===== config.mk =====
export PLATFORM = sky130hd
export DESIGN_NAME = f2c_proj
export DESIGN_NICKNAME = d
export VERILOG_FILES = /design/src/hdl/f2c_pkg.sv /design/src/hdl/f2c_proj.sv
export SDC_FILE = /design/constraint.sdc
export NUM_CORES = 2
export LEC_CHECK = 0
export ABC_AREA = 1
export CORE_UTILIZATION = 30
export CTS_BUF_LIST = sky130_fd_sc_hd__clkbuf_4
export DETAILED_ROUTE_END_ITERATION = 10
export DONT_BUFFER_PORTS = 1
export HOLD_SLACK_MARGIN = 0.03
export PLACE_DENSITY = 0.45
export SYNTH_ARGS = -nofsm -noshare
export SYNTH_HDL_FRONTEND = slang
export SYNTH_SLANG_ARGS = --single-unit

===== constraint.sdc =====
create_clock -name clk_i -period 16.5 [get_ports clk_i]
set_input_delay 3.3 -clock clk_i [delete_from_list [all_inputs] [get_ports clk_i]]
set_output_delay 3.3 -clock clk_i [all_outputs]
set_load 0.02 [all_outputs]

===== src/hdl/f2c_pkg.sv =====
// Shared types and constants for the Frenet to Cartesian converter.
// No dependencies; every module of the block but f2c_map imports this package.
package f2c_pkg;

  localparam int unsigned COUNT_W   = 9;
  localparam int unsigned UNIT_BITS = 30;

  localparam logic FUNC_QUERY = 1'b0;
  localparam logic FUNC_LOAD  = 1'b1;

  typedef struct packed {
    logic               func;
    logic [7:0]         entry_index;
    logic signed [31:0] entry_x;
    logic signed [31:0] entry_y;
    logic [30:0]        entry_s;
    logic [30:0]        query_s;
    logic signed [31:0] query_d;
  } f2c_req_t;

  typedef struct packed {
    logic signed [31:0] point_x;
    logic signed [31:0] point_y;
  } f2c_rsp_t;

  // Round half toward plus infinity out of the Q34.30 accumulator scale, then saturate
  function automatic logic signed [31:0] f2c_finish(input logic signed [63:0] acc);
    logic signed [63:0] t;
    logic signed [33:0] q;
    t = acc + (64'sd1 <<< (UNIT_BITS - 1));
    q = t[63:30];
    if (q > 34'sh0_7FFF_FFFF) begin
      return 32'sh7FFF_FFFF;
    end else if (q < -34'sh0_8000_0000) begin
      return 32'sh8000_0000;
    end
    return q[31:0];
  endfunction

endpackage


===== src/hdl/f2c_proj.sv =====
// Projection: start point plus seg along the unit direction and d along its normal, rounded.
// One shared 32x32 multiplier over five steps; uses f2c_pkg.
module f2c_proj (
  input  logic               clk_i,
  input  logic               rst_ni,
  input  logic               start_i,
  input  logic signed [31:0] sx_i,
  input  logic signed [31:0] sy_i,
  input  logic signed [31:0] seg_i,
  input  logic signed [31:0] d_i,
  input  logic signed [31:0] ux_i,
  input  logic signed [31:0] uy_i,
  output logic               done_o,
  output f2c_pkg::f2c_rsp_t  rsp_o
);
  import f2c_pkg::*;

  logic               busy_q, done_q;
  logic [2:0]         step_q;
  logic signed [31:0] sy_q, seg_q, d_q, ux_q, uy_q;
  logic signed [63:0] prod_q, accx_q, accy_q;
  logic signed [31:0] mul_a, mul_b;

  // Pick operands for this step
  assign mul_a = (step_q == 3'd0 || step_q == 3'd2) ? seg_q : d_q;
  assign mul_b = (step_q == 3'd0 || step_q == 3'd3) ? ux_q : uy_q;

  always_ff @(posedge clk_i or negedge rst_ni) begin
    if (!rst_ni) begin
      busy_q <= 1'b0;
      done_q <= 1'b0;
      step_q <= '0;
    end else if (start_i) begin
      busy_q <= 1'b1;
      done_q <= 1'b0;
      step_q <= '0;
    end else if (busy_q) begin
      step_q <= step_q + 3'd1;
      if (step_q == 3'd4) begin
        busy_q <= 1'b0;
        done_q <= 1'b1;
      end
    end
  end

  // Multiply, then accumulate the registered product
  always_ff @(posedge clk_i) begin
    if (start_i) begin
      accx_q <= {{2{sx_i[31]}}, sx_i, 30'd0};
      sy_q   <= sy_i;
      seg_q  <= seg_i;
      d_q    <= d_i;
      ux_q   <= ux_i;
      uy_q   <= uy_i;
    end else if (busy_q) begin
      prod_q <= 64'(mul_a * mul_b);
      unique case (step_q)
        3'd1, 3'd2: accx_q <= accx_q + prod_q;
        3'd3:       accy_q <= {{2{sy_q[31]}}, sy_q, 30'd0} + prod_q;
        3'd4:       accy_q <= accy_q - prod_q;
        default: ;
      endcase
    end
  end

  assign done_o        = done_q;
  assign rsp_o.point_x = f2c_finish(accx_q);
  assign rsp_o.point_y = f2c_finish(accy_q);

endmodule


==> summary.md <==
| Metric | Value |
|---|---|
| Unrepaired setup endpoints after global routing | `no` |
| Worst path bufs/invs | `9` |
| Critical Path Slowest Stage Cell | `fa_1` |
| Drt first pass iters | `7` |
| Ports | `260` |
| Fraction of layout cells with a size suffix above 1 | `0.0410` |
| Worst hold path type | `reg2reg` |
| Crit-path most repeated cell | `fa_1` |
| Fmax | `0.0963 GHz` |
| Setup TNS | `0 ns` |
| Final WL | `258000 um` |
| Syn Std Cell Area | `0.0657 mm^2` |
| Worst EP required | `17.43 ns` |
| Die area | `0.221 mm^2` |
| Post-synth top flop | `edfxtp_1` |
| Async set-reset flop share out of synthesis | `0.0140` |
| Nets | `10400` |
| # fillers | `23600` |
| Number of DRC markers in iteration 0 | `3709` |
| CTS max path bufs | `3` |
| Vias per cell | `4.75` |
| Post-synthesis register bit count | `357` |
| Warnings from Yosys | `0` |
| Post-synth EDFFs | `322` |
| Die W | `470 um` |
| Period minus WS final | `10.38 ns` |
| Final hold slack | `0.460 ns` |
| Final Instance Count excl. Fillers | `11700` |
| Number of global-route vias before repair | `57700` |
| Total core area | `0.217 mm^2` |
| Row count | `171` |
| Total track usage | `0.234` |
| Cts bufs inserted | `107` |
| Clock Skews | `0.123 ns` |
| Simple-Gate Fraction of Synth Area | `0.247` |
| R2r worst-path depth | `34` |
| Largest net degree at the start of global routing | `199` |
| Post-synthesis adder-cell area fraction | `0.397` |
| Post-CTS setup buffer count | `0` |
| Post-CTS Resized | `0` |
| Post-synth cell types | `49` |
| Post-synthesis compound-gate area fraction | `0.0448` |
| Max-slew violations | `0` |
| Mux cell area share after synthesis | `0.000171` |
| Layout Area Growth over Synthesis | `7.28%` |
| Clk sinks | `357` |
| DRC | `0` |
| Antenna violations before repair | `9` |
| Outcome | `finished clean` |
| Post-DRT Antenna Nets | `0` |
| Final Wtd Congestion | `0.986` |
| TritonCTS clock tree | `yes` |
| Critical Path Source Type | `flop` |
| CP peak stage delay | `0.93 ns` |
| Slew margin rel. | `0.224` |
| Fin crit share | `0.629` |
| Reg2reg end | `prod_q[60]` |
| Hold Path End | `accx_q[18]` |
| Tightest Pin Transition | `1.16 ns` |
| Worst min-delay path startpoint | `accx_q[18]` |
| First-pass GRT wire length | `380000 um` |
| Worst-path maximum fanout | `34` |
| Post-Syn Instances | `8805` |
| Post-synth net total | `10400` |
| Largest family of logic cells by synthesized area | `adder cells` |
| Avg Cell Area, Syn | `7.46 um^2` |
| H-tree Lvls | `3` |
| Dpl cells | `11500` |
| GRT overflow | `0` |
| # Max-Cap Violations | `0` |
| Clk root buf | `clkbuf_4` |
| Die height | `470 um` |
| Crit Path Category | `reg2reg` |
| Port buffer count | `0` |
| Final setup fails | `0` |
| Worst path top cell family by delay | `adder cells` |
| Register area share after synthesis | `0.158` |
| Vias | `55700` |
| R2r setup slk | `6.12 ns` |
| HPWL Detailed | `217000 um` |
| Clk Latency, worst-skew pair | `1.18 ns` |
| Final Hold Viols | `0` |
| Starting Density | `0.302` |
| Reg2reg start | `step_q[0]` |
| WP data arrival | `11.31 ns` |
| Synth Area in XOR/XNOR | `0.0208` |
| Wire per inst | `21.9 um` |
| Critical Path End Type | `flop` |
| Hold Path Depth | `2` |
| Cts hold-fix bufs | `0` |
| Clk slew on worst S/H paths | `0.06 ns` |
-- worst max-delay path by stage --
stage	startpoint	to	depth (start not counted)
floorplan	start_i	accy_q[0]	4
global placement	step_q[0]	prod_q[63]	35
detailed placement	step_q[0]	prod_q[63]	35
CTS	step_q[0]	prod_q[60]	34
global route	step_q[0]	prod_q[60]	34
finish	step_q[0]	prod_q[60]	34
-- layout make-up --
| type | count | area (um^2) | area share |
|---|---|---|---|
| multi-input cells | 6191 | 46800 | 0.663 |
| flip-flops and latches | 357 | 10400 | 0.147 |
| inverters | 2060 | 7730 | 0.110 |
| well taps | 2854 | 3570 | 0.0507 |
| clock buffers | 157 | 1180 | 0.0167 |
| repair buffers | 72 | 541 | 0.00767 |
| clock inverters | 40 | 289 | 0.00410 |
| diodes | 6 | 15.0 | 0.000213 |
-- cell usage in the layout, fill, tap and decap left out, types with 22 or more instances in the layout --
| master | Yosys | layout |
|---|---|---|
| o21ai_2 | 34 | 43 |
| dfxtp_1 | 30 | 30 |
| edfxtp_1 | 322 | 322 |
| fa_1 | 1085 | 1085 |
| inv_1 | 2022 | 2021 |
| a21oi_1 | 235 | 235 |
| ha_1 | 350 | 350 |
| nand2_1 | 2522 | 2520 |
| inv_2 | 35 | 37 |
| nand4_1 | 76 | 76 |
| xnor2_1 | 65 | 65 |
| buf_4 | 8 | 72 |
| xor2_1 | 89 | 89 |
| o21bai_1 | 36 | 36 |
| clkbuf_4 | 0 | 157 |
| nor3_1 | 65 | 65 |
| nand3_1 | 339 | 339 |
| clkinv_1 | 3 | 22 |
| nor2_1 | 1005 | 1003 |
| o21ai_0 | 174 | 163 |
-- flip-flops by register name, summed over array words and instances, names as in the netlist, 32 cells and up --
signal,count
accx_q,64
accy_q,64
prod_q,64
d_q,32
seg_q,32
sy_q,32
ux_q,32
uy_q,32
-- worst register-to-register path, delay by kind of cell, from the launching register on --
family | cells | cell delay [ns]
flops | 1 | 0.40
simple gates | 11 | 1.48
compound gates | 4 | 1.14
fa+ha+maj | 10 | 5.26
buf+inv | 9 | 1.92
-- layer usage --
layer	global-route usage	routed length [um]	vias up
li1	-	-	26200
met1	0.302	112000	27400
met2	0.393	121000	1641
met3	0.0267	12000	419
met4	0.0982	12400	8
met5	0	57	-
-- cell usage after synthesis (all sizes together), types with 7 or more instances --
| library cell | n | share of area |
|---|---|---|
| edfxtp | 322 | 0.15 |
| fa | 1085 | 0.33 |
| xnor2 | 66 | 0.0089 |
| or2 | 7 | 0.00067 |
| a21oi | 235 | 0.018 |
| nand3 | 340 | 0.026 |
| nor2 | 1007 | 0.058 |
| xor2 | 89 | 0.012 |
| o21bai | 36 | 0.0041 |
| nor3 | 72 | 0.0062 |
| nand4 | 76 | 0.0072 |
| ha | 350 | 0.067 |
| o21ai | 225 | 0.020 |
| dfxtp | 30 | 0.0091 |
| and3 | 11 | 0.0010 |
| inv | 2057 | 0.12 |
| clkbuf | 100 | 0.0057 |
| buf | 97 | 0.0081 |
| o21a | 7 | 0.00080 |
| nor4 | 17 | 0.0016 |
| nand2 | 2526 | 0.14 |
| nand3b | 11 | 0.0013 |
-- stage by stage --
step,util,worst slack (ns),area [um^2]
floorplan,-,8.01,65700
global placement,0.317,6.12,69000
finish,0.324,6.12,70500
CTS,0.324,6.03,70500
detailed placement,0.317,5.96,69000
global route,0.324,5.32,70500
-- kinds of logic (layout without fill, tap and decap cells) --
kind of cell,after synthesis,in the layout
AO/OA/AOI/OAI,521,521
XOR/XNOR,155,155
adder cells (fa/ha/maj),1435,1435
buffers and inverters,2257,2329
flip-flops,357,357
multiplexers,1,1
other,0,6
AND/OR/NAND/NOR,4079,4079
Power is not shown: default switching activity piles up to over one toggle a cycle in this logic, so the estimate is an artifact.
