File: src/hdl/f2c_pkg.sv
// Shared types and constants for the Frenet to Cartesian converter.
// No dependencies; every module of the block but f2c_map imports this package.
package f2c_pkg;

  localparam int unsigned COUNT_W   = 9;
  localparam int unsigned UNIT_BITS = 30;

  localparam logic FUNC_QUERY = 1'b0;
  localparam logic FUNC_LOAD  = 1'b1;

  typedef struct packed {
    logic               func;
    logic [7:0]         entry_index;
    logic signed [31:0] entry_x;
    logic signed [31:0] entry_y;
    logic [30:0]        entry_s;
    logic [30:0]        query_s;
    logic signed [31:0] query_d;
  } f2c_req_t;

  typedef struct packed {
    logic signed [31:0] point_x;
    logic signed [31:0] point_y;
  } f2c_rsp_t;

  // Round half toward plus infinity out of the Q34.30 accumulator scale, then saturate
  function automatic logic signed [31:0] f2c_finish(input logic signed [63:0] acc);
    logic signed [63:0] t;
    logic signed [33:0] q;
    t = acc + (64'sd1 <<< (UNIT_BITS - 1));
    q = t[63:30];
    if (q > 34'sh0_7FFF_FFFF) begin
      return 32'sh7FFF_FFFF;
    end else if (q < -34'sh0_8000_0000) begin
      return 32'sh8000_0000;
    end
    return q[31:0];
  endfunction

endpackage

File: src/hdl/f2c_udir.sv
// Unit direction of a segment vector in Q2.30: normalize, square root, divide.
// Iterative, one shift or one result bit per cycle; uses f2c_pkg.
module f2c_udir (
  input  logic               clk_i,
  input  logic               rst_ni,
  input  logic               start_i,
  input  logic signed [32:0] dx_i,
  input  logic signed [32:0] dy_i,
  output logic               done_o,
  output logic signed [31:0] ux_o,
  output logic signed [31:0] uy_o
);
  import f2c_pkg::*;

  localparam logic [2:0] U_IDLE = 3'd0;
  localparam logic [2:0] U_NORM = 3'd1;
  localparam logic [2:0] U_SQA  = 3'd2;
  localparam logic [2:0] U_SQB  = 3'd3;
  localparam logic [2:0] U_SQRT = 3'd4;
  localparam logic [2:0] U_DIV  = 3'd5;
  localparam logic [2:0] U_DONE = 3'd6;

  logic [2:0]  state_q, state_d;
  logic [32:0] ax_q, ay_q;
  logic        negx_q, negy_q;
  logic [60:0] v_q;
  logic [61:0] r_q, bit_q;
  logic [30:0] len_q;
  logic [30:0] rem_q;
  logic [31:0] low_q;
  logic [31:0] quo_q;
  logic [4:0]  cnt_q;
  logic        sel_q;
  logic [31:0] qx_q, qy_q;

  logic [32:0] m;
  logic [29:0] mul_a;
  logic [59:0] sq;
  logic [61:0] t;
  logic [61:0] r_nx;
  logic [60:0] v_nx;
  logic [30:0] len_nx;
  logic [31:0] rem2;
  logic        qbit;
  logic [60:0] num;

  assign m     = (ax_q > ay_q) ? ax_q : ay_q;
  assign mul_a = (state_q == U_SQA) ? ax_q[29:0] : ay_q[29:0];
  assign sq    = {30'd0, mul_a} * {30'd0, mul_a};

  // One step of the restoring square root
  always_comb begin
    t = r_q + bit_q;
    if ({1'b0, v_q} >= t) begin
      v_nx = v_q - t[60:0];
      r_nx = (r_q >> 1) + bit_q;
    end else begin
      v_nx = v_q;
      r_nx = r_q >> 1;
    end
  end
  assign len_nx = r_nx[30:0];

  // One step of the restoring division
  assign rem2 = {rem_q, low_q[31]};
  assign qbit = (rem2 >= {1'b0, len_q});

  // Dividend for the next component, rounded by half the length
  always_comb begin
    logic [29:0] a;
    logic [30:0] l;
    a = (state_q == U_SQRT) ? ax_q[29:0] : ay_q[29:0];
    l = (state_q == U_SQRT) ? len_nx : len_q;
    num = ({31'd0, a} << UNIT_BITS) + {31'd0, l[30:1]};
  end

  always_comb begin
    state_d = state_q;
    unique case (state_q)
      U_IDLE: if (start_i) state_d = U_NORM;
      U_NORM: begin
        if (m == '0) begin
          state_d = U_DONE;
        end else if (m[32:30] == '0 && m[29]) begin
          state_d = U_SQA;
        end
      end
      U_SQA:  state_d = U_SQB;
      U_SQB:  state_d = U_SQRT;
      U_SQRT: if (bit_q[0]) state_d = U_DIV;
      U_DIV:  if (cnt_q == 5'd31 && sel_q) state_d = U_DONE;
      U_DONE: state_d = U_IDLE;
      default: state_d = U_IDLE;
    endcase
  end

  always_ff @(posedge clk_i or negedge rst_ni) begin
    if (!rst_ni) begin
      state_q <= U_IDLE;
    end else begin
      state_q <= state_d;
    end
  end

  // Datapath
  always_ff @(posedge clk_i) begin
    unique case (state_q)
      U_IDLE: begin
        if (start_i) begin
          ax_q   <= dx_i[32] ? 33'(-dx_i) : 33'(dx_i);
          ay_q   <= dy_i[32] ? 33'(-dy_i) : 33'(dy_i);
          negx_q <= dx_i[32];
          negy_q <= dy_i[32];
        end
      end
      U_NORM: begin
        // Scale both alike until the larger lies in [2^29, 2^30)
        if (m == '0) begin
          qx_q   <= 32'd1 << UNIT_BITS;
          qy_q   <= '0;
          negx_q <= 1'b0;
          negy_q <= 1'b0;
        end else if (m[32:30] != '0) begin
          ax_q <= ax_q >> 1;
          ay_q <= ay_q >> 1;
        end else if (!m[29]) begin
          ax_q <= ax_q << 1;
          ay_q <= ay_q << 1;
        end
      end
      U_SQA: v_q <= {1'b0, sq};
      U_SQB: begin
        v_q   <= v_q + {1'b0, sq};
        r_q   <= '0;
        bit_q <= 62'd1 << 60;
      end
      U_SQRT: begin
        v_q   <= v_nx;
        r_q   <= r_nx;
        bit_q <= bit_q >> 2;
        if (bit_q[0]) begin
          len_q <= len_nx;
          rem_q <= {2'd0, num[60:32]};
          low_q <= num[31:0];
          cnt_q <= '0;
          sel_q <= 1'b0;
        end
      end
      U_DIV: begin
        cnt_q <= cnt_q + 5'd1;
        quo_q <= {quo_q[30:0], qbit};
        low_q <= low_q << 1;
        rem_q <= qbit ? 31'(rem2 - {1'b0, len_q}) : rem2[30:0];
        if (cnt_q == 5'd31) begin
          if (!sel_q) begin
            qx_q  <= {quo_q[30:0], qbit};
            sel_q <= 1'b1;
            rem_q <= {2'd0, num[60:32]};
            low_q <= num[31:0];
          end else begin
            qy_q <= {quo_q[30:0], qbit};
          end
        end
      end
      default: ;
    endcase
  end

  assign done_o = (state_q == U_DONE);
  assign ux_o   = negx_q ? -$signed(qx_q) : $signed(qx_q);
  assign uy_o   = negy_q ? -$signed(qy_q) : $signed(qy_q);

endmodule

File: config.mk
export PLATFORM = sky130hd
export DESIGN_NAME = f2c_udir
export DESIGN_NICKNAME = d
export VERILOG_FILES = /design/src/hdl/f2c_pkg.sv /design/src/hdl/f2c_udir.sv
export SDC_FILE = /design/constraint.sdc
export NUM_CORES = 2
export LEC_CHECK = 0
export ABC_CLOCK_PERIOD_IN_PS = 15200
export BUFFER_PORTS_ARGS = -buffer_cell sky130_fd_sc_hd__buf_2
export CAP_MARGIN = 5
export CORE_UTILIZATION = 65
export CTS_CLUSTER_SIZE = 28
export DETAILED_ROUTE_END_ITERATION = 6
export GPL_ROUTABILITY_DRIVEN = 0
export PLACE_DENSITY = 0.91
export SLEW_MARGIN = 20
export SYNTH_ARGS = -nofsm -noshare
export SYNTH_HDL_FRONTEND = slang
export SYNTH_SLANG_ARGS = --single-unit
export TNS_END_PERCENT = 100
File: constraint.sdc
create_clock -name clk_i -period 15.2 [get_ports clk_i]
set_input_delay 3.04 -clock clk_i [delete_from_list [all_inputs] [get_ports clk_i]]
set_output_delay 3.04 -clock clk_i [all_outputs]
set_load 0.01 [all_outputs]
==> flow_summary.yaml <==
timing:
  final.setup_skew_ns: 0.0621
  slew_violations: 0
  setup_tns_ns: 0
  finalHoldViolCount: 0
  tightestPinTransition_ns: 1.21
  fin_crit_sh: 0.958
  rsz0062_at_grt: "false"
  max_freq_mhz: 68.7
  finalCriticalPeriod_ns: 14.56
  slew_headroom: 0.188
  finalSetupViolations: 0
  setup_slack_ns: 0.637
cells_and_area:
  fin_nets: 7897
  drive_above_1_share: 0.0574
  fillerInstances: 5974
  final_core_util: 0.694
  area.growth.synth_to_final_pct: 5.94
detailed_routing:
  drc: 89
  routedWlPerCell_um: 22.2
  vias: 51300
  drt_wl_total_um: 174000
  drtIter0Drc: 6597
  ant_nets: 0
  dr.pass1.iters: 7
  routed_via_density: 6.53
global_routing:
  grt.overflow.total: 0
  antenna_found_initial: 12
  grt_max_degree: 111
  grt_usage: 0.381
  grt_pass1_wl_um: 273000
  grt_pass1_vias: 52200
setup_path:
  crit_path_end_kind: "flip-flop"
  critPathMaxFanout: 43
  required_ns: 15.56
  critPathKind: "flip-flop to flip-flop"
  setup.worst_path.start_class: "flip-flop"
  cp_slowest_cell: "dfrtp_1"
  max_stage_delay_ns: 0.60
  arrival_ns: 14.92
flow_run:
  max_cap_violations: 0
power:
  vdd_drop_max_mv: 0.0800
  switching_share: 0.226
  power_uw: 2540
  seqPwrFrac: 0.496
  power.leakage_uw: 0.0288
  p_per_area_nw_per_um2: 40.6
  power_switching_uw: 572
  internal-power_uw: 1970
  power_frac_clock: 0.478
  combinationalPowerShare: 0.026
floorplan:
  pin_count: 134
  row_count: 110
  die_area_sq_um: 92000
  core_area_sq_um: 90000
  die_w_um: 303
  start_util: 0.656
  die_h_um: 303
synthesis:
  synth_area_sq_um: 59000
  syn_inst: 6615
  synthFlopType: "edfxtp_1"
  synth_simple_gate_area_share: 0.152
  synth_xor_area_frac: 0.0607
  yosysWarnings: 0
  yosys-top-cells-area: "fa_1, edfxtp_1, ha_1"
  synth_compound_area_frac: 0.136
  syn_nets: 7892
  ys_ff_latch: 420
  syn_avg_cell_area_sq_um: 8.92
  yosysTopAreaCell: "fa_1"
  async_flop_share: 0.00714
  synth_top_family_by_area: "adder cells"
  ys_seq_area_frac: 0.213
  synth.distinct_cells: 95
  synth.area.mux_share: 0.00725
  synth_edf_count: 417
  synth_top_area_frac: 0.239
  synthAdderAreaFrac: 0.346
place:
  place_hpwl_um: 133000
  port_buffers: 133
  dp_slack_ns: 0.978
run_status:
  violations: "design-rule violations"
  status: "complete, but fails checks"
clocking:
  numCtsBuffers: 48
  clk_pin_slew_ns: 0.07
  cts_tree: "built"
  cts_num_sinks: 420
  cts_root_buffer: "clkbuf_16"
  clock_latency_ns: 0.63
  cts_max_level: 2
  hold_buffers: 0
  cts.path.max_buffers: 3
hold_path:
  hp-class: "flip-flop to flip-flop"
-- layout by cell type (no fill, tap or decap), types with 14 or more instances in the layout --
| cell type | netlist | final |
|---|---|---|
| ha_1 | 505 | 505 |
| and3_1 | 30 | 30 |
| a31oi_1 | 130 | 130 |
| o211ai_1 | 21 | 21 |
| or2_2 | 23 | 23 |
| xnor2_1 | 266 | 266 |
| a21o_1 | 143 | 142 |
| nand4_1 | 63 | 63 |
| nand2b_1 | 45 | 45 |
| a211oi_1 | 48 | 48 |
| o31ai_1 | 55 | 55 |
| nor2b_1 | 46 | 46 |
| a21oi_1 | 300 | 292 |
| xor2_1 | 143 | 143 |
| fa_1 | 703 | 703 |
| inv_1 | 1076 | 1074 |
| o21a_1 | 39 | 38 |
| a32oi_1 | 25 | 25 |
| o21bai_1 | 35 | 35 |
| nand2_1 | 727 | 727 |
| and2_1 | 112 | 112 |
| buf_4 | 3 | 71 |
| edfxtp_1 | 417 | 417 |
| o41ai_1 | 20 | 20 |
| clkbuf_16 | 0 | 48 |
| nand3_1 | 73 | 73 |
| or3_1 | 38 | 38 |
| mux2_2 | 20 | 19 |
| o22a_1 | 16 | 16 |
| or4_1 | 19 | 19 |
| buf_2 | 4 | 133 |
| nor2_1 | 629 | 628 |
| nor3_1 | 70 | 69 |
| o21ai_0 | 257 | 257 |
| nor4_1 | 41 | 41 |
| a211o_1 | 14 | 14 |
-- Yosys cell counts (all sizes together) (11+ instances only) --
library cell and count:
o31ai 56, a32oi 25, or4 19, or3 40, xor2 143, or2 23
a21o 143, ha 505, nor2 629, nor2b 46, a211o 14, o211ai 21
nand3 73, a21boi 13, a211oi 50, and3 30, and2 113, o21bai 35
o21ai 265, o41ai 21, o21a 39, buf 30, clkbuf 219, a31o 11
nand4 63, mux2 24, inv 1077, xnor2 266, o22a 16, mux2i 15
fa 703, nor3 73, nand2b 45, edfxtp 417, nor4 42, a21oi 300
nand2 727, a31oi 130
-- metrics by stage --
step           std cells  hold slack, ns  instance area, sq um
6_report            7845           0.423                 62500
5_1_grt             7839           0.451                 62500
4_1_cts             7835           0.432                 62500
3_5_place_dp        7746           0.424                 60900
3_3_place_gp        7746           0.424                 60900
2_1_floorplan       6615           0.417                 59000
-- power by group through the flow --
stage / Clock [uW] / Combinational, uW / Sequential, uW
2_1_floorplan: 0 / 38.7 / 1280
3_3_place_gp: 0 / 60.3 / 1280
3_5_place_dp: 0 / 62.5 / 1280
4_1_cts: 1200 / 63.5 / 1260
5_1_grt: 1260 / 72.4 / 1260
6_report: 1210 / 66.2 / 1260
-- worst max-delay path, delay by kind of cell (launching register included) --
family / cells / cell delay, ns
adders and majority gates: 10 / 4.83
AOI/OAI and AO/OA: 17 / 4.06
and+or+nand+nor: 11 / 2.60
buffers and inverters: 11 / 1.97
DFF: 1 / 0.60
xor gates and xnor gates: 1 / 0.14
-- layout make-up --
| class | instances | area [sq um] | area share |
|---|---|---|---|
| multi-input cells | 4861 | 41500 | 0.664 |
| flip-flops and latches | 420 | 12600 | 0.202 |
| inverters | 1085 | 4080 | 0.0653 |
| well taps | 1176 | 1470 | 0.0235 |
| clock buffers | 57 | 1230 | 0.0198 |
| repair buffers | 204 | 1200 | 0.0192 |
| clock inverters | 32 | 378 | 0.00604 |
| diodes | 10 | 25.0 | 0.000400 |
-- layer usage --
layer	track usage	up-vias	share of wire	routed length, um
met5	0.0119	-	0.00073	127
met4	0.281	8	0.090	15600
met3	0.136	1321	0.13	22600
met2	0.598	3817	0.45	78600
met1	0.426	24100	0.33	57200
li1	-	22000	-	-
-- final timing paths --
kind / start / end / slack, ns / cells after the start
worst max-delay path: state_q[1] / v_q[60] / 0.64 / 50
worst min-delay path: quo_q[5] / quo_q[6] / 0.42 / 0
worst max register to register: state_q[1] / v_q[60] / 0.64 / 50
worst min register to register: quo_q[5] / quo_q[6] / 0.42 / 0
max in group asynchronous: rst_ni / state_q[0] / 12.87 / 1
min in group asynchronous: rst_ni / state_q[1] / 2.21 / 1
-- flip-flops by register name, indices dropped and copies added, names as in the netlist --
register,count
ax_q,33
ay_q,33
bit_q,31
cnt_q,5
len_q,31
low_q,32
negx_q,1
negy_q,1
quo_q,31
qx_q,32
qy_q,32
r_q,62
rem_q,31
sel_q,1
state_q,3
v_q,61
-- logic make-up after synthesis --
| kind of cell | Yosys count |
|---|---|
| AO/OA/AOI/OAI | 1234 |
| XOR/XNOR | 409 |
| buffers and inverters | 1334 |
| multiplexers | 39 |
| AND/OR/NAND/NOR | 1971 |
| flip-flops | 420 |
| adder cells (fa/ha/maj) | 1208 |
-- what timing repair did --
action                                  4_1_cts  5_1_grt
endpoints found under the setup margin        0        3
hold endpoints to repair                      0        0
buffers inserted                              0        0
resized for setup                             0        1
Note: power is estimated with default switching activity, not from simulation.
